**src/hw/rtl/aabbsb_pkg.sv**
```systemverilog
// ----------------------------------------------------------------------------
// aabbsb_pkg: shared types for the bounding box and sphere block
// Holds the control word that the sequencer hands to each axis lane.
// ----------------------------------------------------------------------------
package aabbsb_pkg;

   // Control word from the sequencer to every axis lane.
   typedef struct packed {
      logic take;          // a vertex word is accepted this cycle
      logic surf_end;      // the accepted vertex closes its surface
      logic surf_started;  // the surface box already holds data
      logic mesh_started;  // the mesh box already holds data
      logic sel_mesh;      // capture the mesh box rather than the surface box
      logic capture;       // register centre and half extent
      logic square;        // register the squared half extent
   } lane_ctrl_type;

endpackage

```
**src/hw/rtl/aabbsb_lane.sv**
```systemverilog
// ----------------------------------------------------------------------------
// aabbsb_lane: one axis of the bounding box tracker
// Keeps the running minimum and maximum of the surface and of the mesh along
// one axis, and derives centre, half extent and squared half extent on demand.
// ----------------------------------------------------------------------------
module aabbsb_lane
   import aabbsb_pkg::*;
#(
   parameter int CB = 24
) (
   input  logic                 clock,
   input  lane_ctrl_type        ctrl,
   input  logic signed [CB-1:0] pos,
   output logic signed [CB-1:0] centre,
   output logic [CB-2:0]        half,
   output logic [2*CB-3:0]      square
);

   logic signed [CB-1:0] surf_min_ff, surf_max_ff, mesh_min_ff, mesh_max_ff;
   logic signed [CB-1:0] surf_min_in, surf_max_in, mesh_min_in, mesh_max_in;
   logic signed [CB-1:0] lo, hi;
   logic signed [CB:0]   sum_w;
   logic [CB:0]          diff_w;
   logic signed [CB-1:0] centre_ff;
   logic [CB-2:0]        half_ff;
   logic [2*CB-3:0]      square_ff;

   // New surface and mesh bounds; the first vertex or surface seeds each box.
   always_comb begin
      surf_min_in = (!ctrl.surf_started || pos < surf_min_ff) ? pos : surf_min_ff;
      surf_max_in = (!ctrl.surf_started || pos > surf_max_ff) ? pos : surf_max_ff;
      mesh_min_in = (!ctrl.mesh_started || surf_min_in < mesh_min_ff) ?
                    surf_min_in : mesh_min_ff;
      mesh_max_in = (!ctrl.mesh_started || surf_max_in > mesh_max_ff) ?
                    surf_max_in : mesh_max_ff;
   end

   // Tracker registers; the mesh box folds in the surface box at surface end.
   always_ff @(posedge clock) begin
      if (ctrl.take) begin
         surf_min_ff <= surf_min_in;
         surf_max_ff <= surf_max_in;
         if (ctrl.surf_end) begin
            mesh_min_ff <= mesh_min_in;
            mesh_max_ff <= mesh_max_in;
         end
      end
   end

   // Centre is the arithmetic half of the sum, half extent that of the span.
   always_comb begin
      lo     = ctrl.sel_mesh ? mesh_min_ff : surf_min_ff;
      hi     = ctrl.sel_mesh ? mesh_max_ff : surf_max_ff;
      sum_w  = {hi[CB-1], hi} + {lo[CB-1], lo};
      diff_w = {hi[CB-1], hi} - {lo[CB-1], lo};
   end

   always_ff @(posedge clock) begin
      if (ctrl.capture) begin
         centre_ff <= sum_w[CB:1];
         half_ff   <= diff_w[CB-1:1];
      end
      if (ctrl.square) begin
         square_ff <= (2*CB-2)'(half_ff) * (2*CB-2)'(half_ff);
      end
   end

   assign centre = centre_ff;
   assign half   = half_ff;
   assign square = square_ff;

endmodule

```
**src/hw/rtl/aabbsb_sqrt.sv**
```systemverilog
// ----------------------------------------------------------------------------
// aabbsb_sqrt: iterative floor square root
// Digit-by-digit square root producing one result bit per cycle.
// ----------------------------------------------------------------------------
module aabbsb_sqrt
   import aabbsb_pkg::*;
#(
   parameter int W = 24
) (
   input  logic           clock,
   input  logic           reset,
   input  logic           start,
   input  logic [2*W-1:0] radicand,
   output logic           busy,
   output logic [W-1:0]   root
);

   localparam int CW = $clog2(W + 1);

   logic [2*W-1:0] rad_ff, rad_in;
   logic [W+1:0]   rem_ff, rem_in, rem_sh, trial;
   logic [W-1:0]   root_ff, root_in;
   logic [CW-1:0]  cnt_ff, cnt_in;
   logic           busy_ff, busy_in;

   // One step: bring down two radicand bits and try to subtract 4*root+1.
   always_comb begin
      rem_sh  = {rem_ff[W-1:0], rad_ff[2*W-1:2*W-2]};
      trial   = {root_ff, 2'b01};
      rad_in  = rad_ff;
      rem_in  = rem_ff;
      root_in = root_ff;
      cnt_in  = cnt_ff;
      busy_in = busy_ff;
      if (start) begin
         rad_in  = radicand;
         rem_in  = '0;
         root_in = '0;
         cnt_in  = CW'(W);
         busy_in = 1'b1;
      end else if (busy_ff) begin
         rad_in = {rad_ff[2*W-3:0], 2'b00};
         if (rem_sh >= trial) begin
            rem_in  = rem_sh - trial;
            root_in = {root_ff[W-2:0], 1'b1};
         end else begin
            rem_in  = rem_sh;
            root_in = {root_ff[W-2:0], 1'b0};
         end
         cnt_in = cnt_ff - CW'(1);
         if (cnt_ff == CW'(1)) begin
            busy_in = 1'b0;
         end
      end
   end

   always_ff @(posedge clock) begin
      rad_ff  <= rad_in;
      rem_ff  <= rem_in;
      root_ff <= root_in;
      if (reset) begin
         cnt_ff  <= '0;
         busy_ff <= 1'b0;
      end else begin
         cnt_ff  <= cnt_in;
         busy_ff <= busy_in;
      end
   end

   assign busy = busy_ff;
   assign root = root_ff;

endmodule

```
**src/hw/rtl/aabb_and_sphere_bounds_top.sv**
```systemverilog
// ----------------------------------------------------------------------------
// aabb_and_sphere_bounds_top: bounding box and bounding sphere of a mesh
// Three axis lanes track surface and mesh bounds; a merging stage sums the
// squared half extents and takes their square root for the sphere radius.
// ----------------------------------------------------------------------------
// While the sequencer is idle, vertex words stream in one per cycle, and an
// ordinary vertex is taken every cycle. A vertex that ends a surface
// (req_tlast) produces a surface bounds word; one that ends the mesh
// (req_tuser) produces the surface word and then the mesh bounds word, after
// which both trackers start afresh. Each bounds word passes through the
// capture, squaring, start, root and load states, and the shared square-root
// unit yields one radius bit per cycle; req_tready stays low meanwhile. A
// finished word waits in the output register while new vertices are taken.
module aabb_and_sphere_bounds_top
   import aabbsb_pkg::*;
#(
   parameter int  COORD_BITS = 24,
   localparam int IN_W       = ((3 * COORD_BITS + 7) / 8) * 8,
   localparam int OUT_W      = ((7 * COORD_BITS - 3 + 7) / 8) * 8
) (
   input  logic             clock,
   input  logic             reset,
   input  logic             req_tvalid,
   output logic             req_tready,
   input  logic [IN_W-1:0]  req_tdata,   // pos_x, pos_y, pos_z, zero pad
   input  logic             req_tlast,   // end_of_surface
   input  logic             req_tuser,   // end_of_mesh
   output logic             rsp_tvalid,
   input  logic             rsp_tready,
   output logic [OUT_W-1:0] rsp_tdata,   // center_x/y/z, half_x/y/z, radius, pad
   output logic             rsp_tlast,   // last
   output logic             rsp_tuser    // is_mesh_bound
);

   localparam int CB = COORD_BITS;

   localparam logic [2:0] ST_IDLE  = 3'd0;
   localparam logic [2:0] ST_CAPT  = 3'd1;
   localparam logic [2:0] ST_SQ    = 3'd2;
   localparam logic [2:0] ST_START = 3'd3;
   localparam logic [2:0] ST_ROOT  = 3'd4;
   localparam logic [2:0] ST_LOAD  = 3'd5;

   logic [2:0]           state_ff, state_in;
   logic                 surf_started_ff, surf_started_in;
   logic                 mesh_started_ff, mesh_started_in;
   logic                 sel_mesh_ff, sel_mesh_in;
   logic                 pend_mesh_ff, pend_mesh_in;
   logic                 rsp_tvalid_ff, rsp_tvalid_in;
   logic [OUT_W-1:0]     rsp_tdata_ff, rsp_tdata_in;
   logic                 rsp_tlast_ff, rsp_tlast_in;
   logic                 rsp_tuser_ff, rsp_tuser_in;

   logic                 accept, surf_end;
   lane_ctrl_type        lane_ctrl;
   logic signed [CB-1:0] pos_w [3];
   logic signed [CB-1:0] centre_w [3];
   logic [CB-2:0]        half_w [3];
   logic [2*CB-3:0]      square_w [3];
   logic [2*CB-1:0]      sum_sq;
   logic                 sq_busy;
   logic [CB-1:0]        root_w;

   assign accept   = req_tvalid && req_tready;
   assign surf_end = req_tlast || req_tuser;

   // Control word shared by the three lanes.
   always_comb begin
      lane_ctrl.take         = accept;
      lane_ctrl.surf_end     = surf_end;
      lane_ctrl.surf_started = surf_started_ff;
      lane_ctrl.mesh_started = mesh_started_ff;
      lane_ctrl.sel_mesh     = sel_mesh_ff;
      lane_ctrl.capture      = (state_ff == ST_CAPT);
      lane_ctrl.square       = (state_ff == ST_SQ);
   end

   // One lane per axis.
   for (genvar a = 0; a < 3; a++) begin : g_lane
      assign pos_w[a] = $signed(req_tdata[a*CB +: CB]);
      aabbsb_lane #(.CB(CB)) u_lane (
         .clock  (clock),
         .ctrl   (lane_ctrl),
         .pos    (pos_w[a]),
         .centre (centre_w[a]),
         .half   (half_w[a]),
         .square (square_w[a])
      );
   end

   // Merging stage: sum of squared half extents feeds the square root.
   assign sum_sq = (2*CB)'(square_w[0]) + (2*CB)'(square_w[1]) +
                   (2*CB)'(square_w[2]);

   aabbsb_sqrt #(.W(CB)) u_sqrt (
      .clock    (clock),
      .reset    (reset),
      .start    (state_ff == ST_START),
      .radicand (sum_sq),
      .busy     (sq_busy),
      .root     (root_w)
   );

   assign req_tready = (state_ff == ST_IDLE);

   // Sequencer and output register.
   always_comb begin
      state_in        = state_ff;
      surf_started_in = surf_started_ff;
      mesh_started_in = mesh_started_ff;
      sel_mesh_in     = sel_mesh_ff;
      pend_mesh_in    = pend_mesh_ff;
      rsp_tvalid_in   = rsp_tvalid_ff && !rsp_tready;
      rsp_tdata_in    = rsp_tdata_ff;
      rsp_tlast_in    = rsp_tlast_ff;
      rsp_tuser_in    = rsp_tuser_ff;
      if (accept) begin
         surf_started_in = !surf_end;
         if (surf_end) begin
            mesh_started_in = !req_tuser;
            pend_mesh_in    = req_tuser;
            sel_mesh_in     = 1'b0;
            state_in        = ST_CAPT;
         end
      end
      case (state_ff)
         ST_IDLE: begin
         end
         ST_CAPT: begin
            state_in = ST_SQ;
         end
         ST_SQ: begin
            state_in = ST_START;
         end
         ST_START: begin
            state_in = ST_ROOT;
         end
         ST_ROOT: begin
            if (!sq_busy) begin
               state_in = ST_LOAD;
            end
         end
         ST_LOAD: begin
            if (!rsp_tvalid_ff || rsp_tready) begin
               rsp_tvalid_in = 1'b1;
               rsp_tdata_in  = OUT_W'({root_w, half_w[2], half_w[1], half_w[0],
                                       centre_w[2], centre_w[1], centre_w[0]});
               rsp_tuser_in  = sel_mesh_ff;
               rsp_tlast_in  = sel_mesh_ff || !pend_mesh_ff;
               if (pend_mesh_ff && !sel_mesh_ff) begin
                  sel_mesh_in = 1'b1;
                  state_in    = ST_CAPT;
               end else begin
                  sel_mesh_in  = 1'b0;
                  pend_mesh_in = 1'b0;
                  state_in     = ST_IDLE;
               end
            end
         end
         default: begin
            state_in = ST_IDLE;
         end
      endcase
   end

   always_ff @(posedge clock) begin
      rsp_tdata_ff <= rsp_tdata_in;
      rsp_tlast_ff <= rsp_tlast_in;
      rsp_tuser_ff <= rsp_tuser_in;
      if (reset) begin
         state_ff        <= ST_IDLE;
         surf_started_ff <= 1'b0;
         mesh_started_ff <= 1'b0;
         sel_mesh_ff     <= 1'b0;
         pend_mesh_ff    <= 1'b0;
         rsp_tvalid_ff   <= 1'b0;
      end else begin
         state_ff        <= state_in;
         surf_started_ff <= surf_started_in;
         mesh_started_ff <= mesh_started_in;
         sel_mesh_ff     <= sel_mesh_in;
         pend_mesh_ff    <= pend_mesh_in;
         rsp_tvalid_ff   <= rsp_tvalid_in;
      end
   end

   assign rsp_tvalid = rsp_tvalid_ff;
   assign rsp_tdata  = rsp_tdata_ff;
   assign rsp_tlast  = rsp_tlast_ff;
   assign rsp_tuser  = rsp_tuser_ff;

`ifndef SYNTHESIS
   // A surface end always starts a bounds computation.
   a_surf_end_starts: assert property (@(posedge clock) disable iff (reset)
      (accept && surf_end) |=> (state_ff == ST_CAPT))
      else $error("surface end did not start a bounds computation");

   // Mesh bounds are always the final word for their vertex.
   a_mesh_is_last: assert property (@(posedge clock) disable iff (reset)
      (rsp_tvalid && rsp_tuser) |-> rsp_tlast)
      else $error("mesh bounds word without last");

   // The root unit is idle whenever vertices are being taken.
   a_root_idle: assert property (@(posedge clock) disable iff (reset)
      (state_ff == ST_IDLE) |-> !sq_busy)
      else $error("square root busy while idle");

   // Finishing the root moves the sequencer to the output load.
   a_root_to_load: assert property (@(posedge clock) disable iff (reset)
      (state_ff == ST_ROOT && !sq_busy) |=> (state_ff == ST_LOAD))
      else $error("sequencer missed the end of the square root");
`endif

endmodule
```
**config.mk**
```make
export PLATFORM = sky130hd
export DESIGN_NAME = aabb_and_sphere_bounds_top
export DESIGN_NICKNAME = d
export VERILOG_FILES = /design/src/hw/rtl/aabbsb_pkg.sv /design/src/hw/rtl/aabbsb_lane.sv /design/src/hw/rtl/aabbsb_sqrt.sv /design/src/hw/rtl/aabb_and_sphere_bounds_top.sv
export SDC_FILE = /design/constraint.sdc
export NUM_CORES = 2
export LEC_CHECK = 0
export ABC_AREA = 1
export ABC_CLOCK_PERIOD_IN_PS = 9900
export BUFFER_PORTS_ARGS = -buffer_cell sky130_fd_sc_hd__buf_2
export CAP_MARGIN = 20
export CORE_MARGIN = 2
export CORE_UTILIZATION = 59
export DETAILED_ROUTE_END_ITERATION = 6
export PLACE_DENSITY = 0.79
export RECOVER_POWER = 25
export SYNTH_ARGS = -nofsm -noshare
export SYNTH_HDL_FRONTEND = slang
export SYNTH_SLANG_ARGS = --single-unit
```
**constraint.sdc**
```tcl
create_clock -name clock -period 9.9 [get_ports clock]
set_input_delay 0.99 -clock clock [delete_from_list [all_inputs] [get_ports clock]]
set_output_delay 0.99 -clock clock [all_outputs]
set_load 0.01 [all_outputs]
```
==> reports/results.txt <==
Post-DP HPWL - 185,100 um
Worst slew pin tran - 4067 ps
Cts repair resizes - 0
Failing checks - capacitance limit, slew limit
TritonRoute pass-1 iters - 6
Yosys cell types - 70
Final Cycle Share - 83.87%
Fin util - 63.74%
Yosys top cell area share - 25.90%
Die area - 0.1615 mm^2
Area contributors post-synth - fa_1, edfxtp_1, ha_1, inv_1, nand2_1
Max Cap Viol - 36
Initial detailed-routing violation count - 5,455
Yosys reg bits - 841
Minimum clock period - 8303 ps
Rows - 145
Initial cell density of the core - 59.57%
I/O pin cnt - 250
Fill count - 12,580
Hold depth - 0
Synth Area in Compound Gates - 8.590%
Final setup violating endpoints - 0
Status - complete, but fails checks
DRT antenna net count - 0
Initial antenna violation count - 13
Synthesized instance count - 10,180
Clock Latency Late Sink - 770 ps
Most frequent cells in the layout - inv_1, nand2_1, fa_1
Setup Fix Bufs, Post-CTS - 0
CP endpoint kind - flip-flop
Top_reg_cell synth - edfxtp_1
Wire length per cell - 18.60 um
Remaining global-route overflow - 0
IO buf count - 246
Multiplexer share of the synthesized area - 0%
DR vias/cell - 5.447
Syn avg cell area - 9.168 um^2
Xor/xnor cell area share of the yosys netlist - 3.349%
Setup Skew - 76.31 ps
Main combinational cell family by area after synthesis - adder cells
Vias in the first global route - 71,450
Slew Viols, Final - 1,174
Gpl congestion - 0.9327
Yosys Warn Count - 0
Largest fanout on the critical path - 25
DRC violations left - 0
R2R cell count - 25
Gr usage total - 29.13%
DP Worst Slack - 2437 ps
Setup CP Type - reg -> reg
Drt total wl - 232,100 um
Final setup TNS - 0 ps
Ys async rst share - 0%
Fmax achieved - 120.4 MHz
Cts hold-fix bufs - 0
Post-Synth Simple-Gate Area - 10.31%
Synth Area in Adders - 39.43%
Crit path DAT - 8760 ps
CTS sink cnt - 841
CTS root buf - clkbuf_16
Via count - 67,960
Die span in x - 401.8 um
Register Area - 0.02463 mm^2
Number of CTS-inserted buffers - 94
First-pass GRT wire length - 374,200 um
Core Region - 0.1568 mm^2
Nets - 12,630
Post-synth EDFFs - 779
Post-synthesis cell area - 0.09337 mm^2
Seq/Total Area, Yosys - 26.38%
Worst hold path class - reg -> reg
WP data required - 10,360 ps
Setup WS post-layout - 1597 ps
Commonest non-fill, non-tap cell in the layout - inv_1
Layout area overhead - 7.012%
CTS tree - done
Largest net degree at the start of global routing - 192
Clk pin slew, worst setup/hold paths - 60 ps
Die Y - 401.8 um
Crit start category - flip-flop
H-tree depth - 3
Area of the multi-input gates - 0.05763 mm^2
Slew HR - -172.6%
Share of cells above drive strength 1 - 5.091%
Area leader, netlist - fa_1
Final hold vios - 0
Unrepaired setup endpoints after global routing - false
Clock Tree Buf Depth - 3
## registers in the layout, summed over array words and instances, names as in the netlist, 5 cells and up
name                       count
g_lane.u_lane.centre          72
g_lane.u_lane.half            69
g_lane.u_lane.mesh_max_ff     72
g_lane.u_lane.mesh_min_ff     72
g_lane.u_lane.square         135
g_lane.u_lane.surf_max_ff     72
g_lane.u_lane.surf_min_ff     72
rsp_tdata                    165
u_sqrt.cnt_ff                  5
u_sqrt.rad_ff                 48
u_sqrt.rem_ff                 24
u_sqrt.root                   24
## worst paths after layout
check | start | end | slack, ps
min reg2reg | g_lane[2].u_lane.centre[0] | rsp_tdata[48] | 350
max reg2reg | g_lane[0].u_lane.half[9] | g_lane[0].u_lane.square[42] | 1600
max | g_lane[0].u_lane.half[9] | g_lane[0].u_lane.square[42] | 1600
min | g_lane[2].u_lane.centre[0] | rsp_tdata[48] | 350
## metrics by stage
stage	instance area, um^2	hold slack, ps	instances
finish	99920	346.0	12480
global route	99920	359.4	12480
CTS	100000	331.9	12460
detailed placement	96720	404.5	12290
global placement	96710	401.2	12290
floorplan	93400	400.3	10190
## critical path: stages (launching register included)
cell      delay [ps]
edfxtp_1         320
clkbuf_1        1460
nand2_1          250
fa_1             650
inv_1             70
fa_1             510
inv_1             50
fa_1             470
inv_1             50
fa_1             490
inv_1             50
fa_1             530
inv_1             50
fa_1             490
fa_1             420
ha_1             380
a21oi_1          170
inv_1             70
a21oi_1          180
o211ai_1         110
a21oi_1          350
inv_1             80
a31oi_1          260
o21bai_1         200
a31oi_1          250
xor2_1           110
## routing by layer
layer / up-vias / share of wire (%) / track usage, % / wire length, um
li1: 31850 / - / - / -
met1: 33080 / 41 / 38.62 / 94240
met2: 2515 / 48 / 48.39 / 110600
met3: 508 / 7.6 / 4.630 / 17720
met4: 4 / 4.1 / 11.03 / 9483
met5: - / 0.012 / 0 / 27
## cell families (layout without fill, tap and decap cells)
group | after synthesis | after routing
DFF | 841 | 841
xor gates and xnor gates | 357 | 357
buffers and inverters | 2954 | 3175
other | 1 | 14
adders and majority gates | 2218 | 2218
and+or+nand+nor | 2434 | 2434
AOI/OAI and AO/OA | 1379 | 1379
## Yosys cell counts (6+ instances only)
master,count
a21oi_2,26
or2_2,13
edfxtp_1,779
nor4_1,34
inv_2,6
a22oi_1,25
o21ai_1,24
a21oi_1,524
nor3_1,34
nand2_2,12
nand4_1,39
fa_1,1208
o21ai_2,24
nor2_1,381
o21ai_0,454
clkbuf_1,246
dfxtp_1,62
buf_2,27
o211ai_1,34
o21bai_1,22
a21o_1,17
nand2_1,1793
a21boi_2,6
inv_1,2665
xnor2_1,109
a211oi_1,22
o31ai_1,8
nand3_1,110
o221ai_1,29
ha_1,1010
o21a_1,40
a31oi_1,68
xor2_1,248
## area by class of cell
cell class | instances | share of cell area [%]
multi-input cells | 6394 | 57.67
flip-flops and latches | 841 | 24.65
inverters | 2673 | 10.05
well taps | 2058 | 2.577
clock buffers | 115 | 2.472
repair buffers | 325 | 1.737
clock inverters | 62 | 0.8202
diodes | 8 | 0.02004
Power is left out: the tool's default activity adds up to more than one toggle a clock period on the data nets, which glitch-free logic cannot reach.
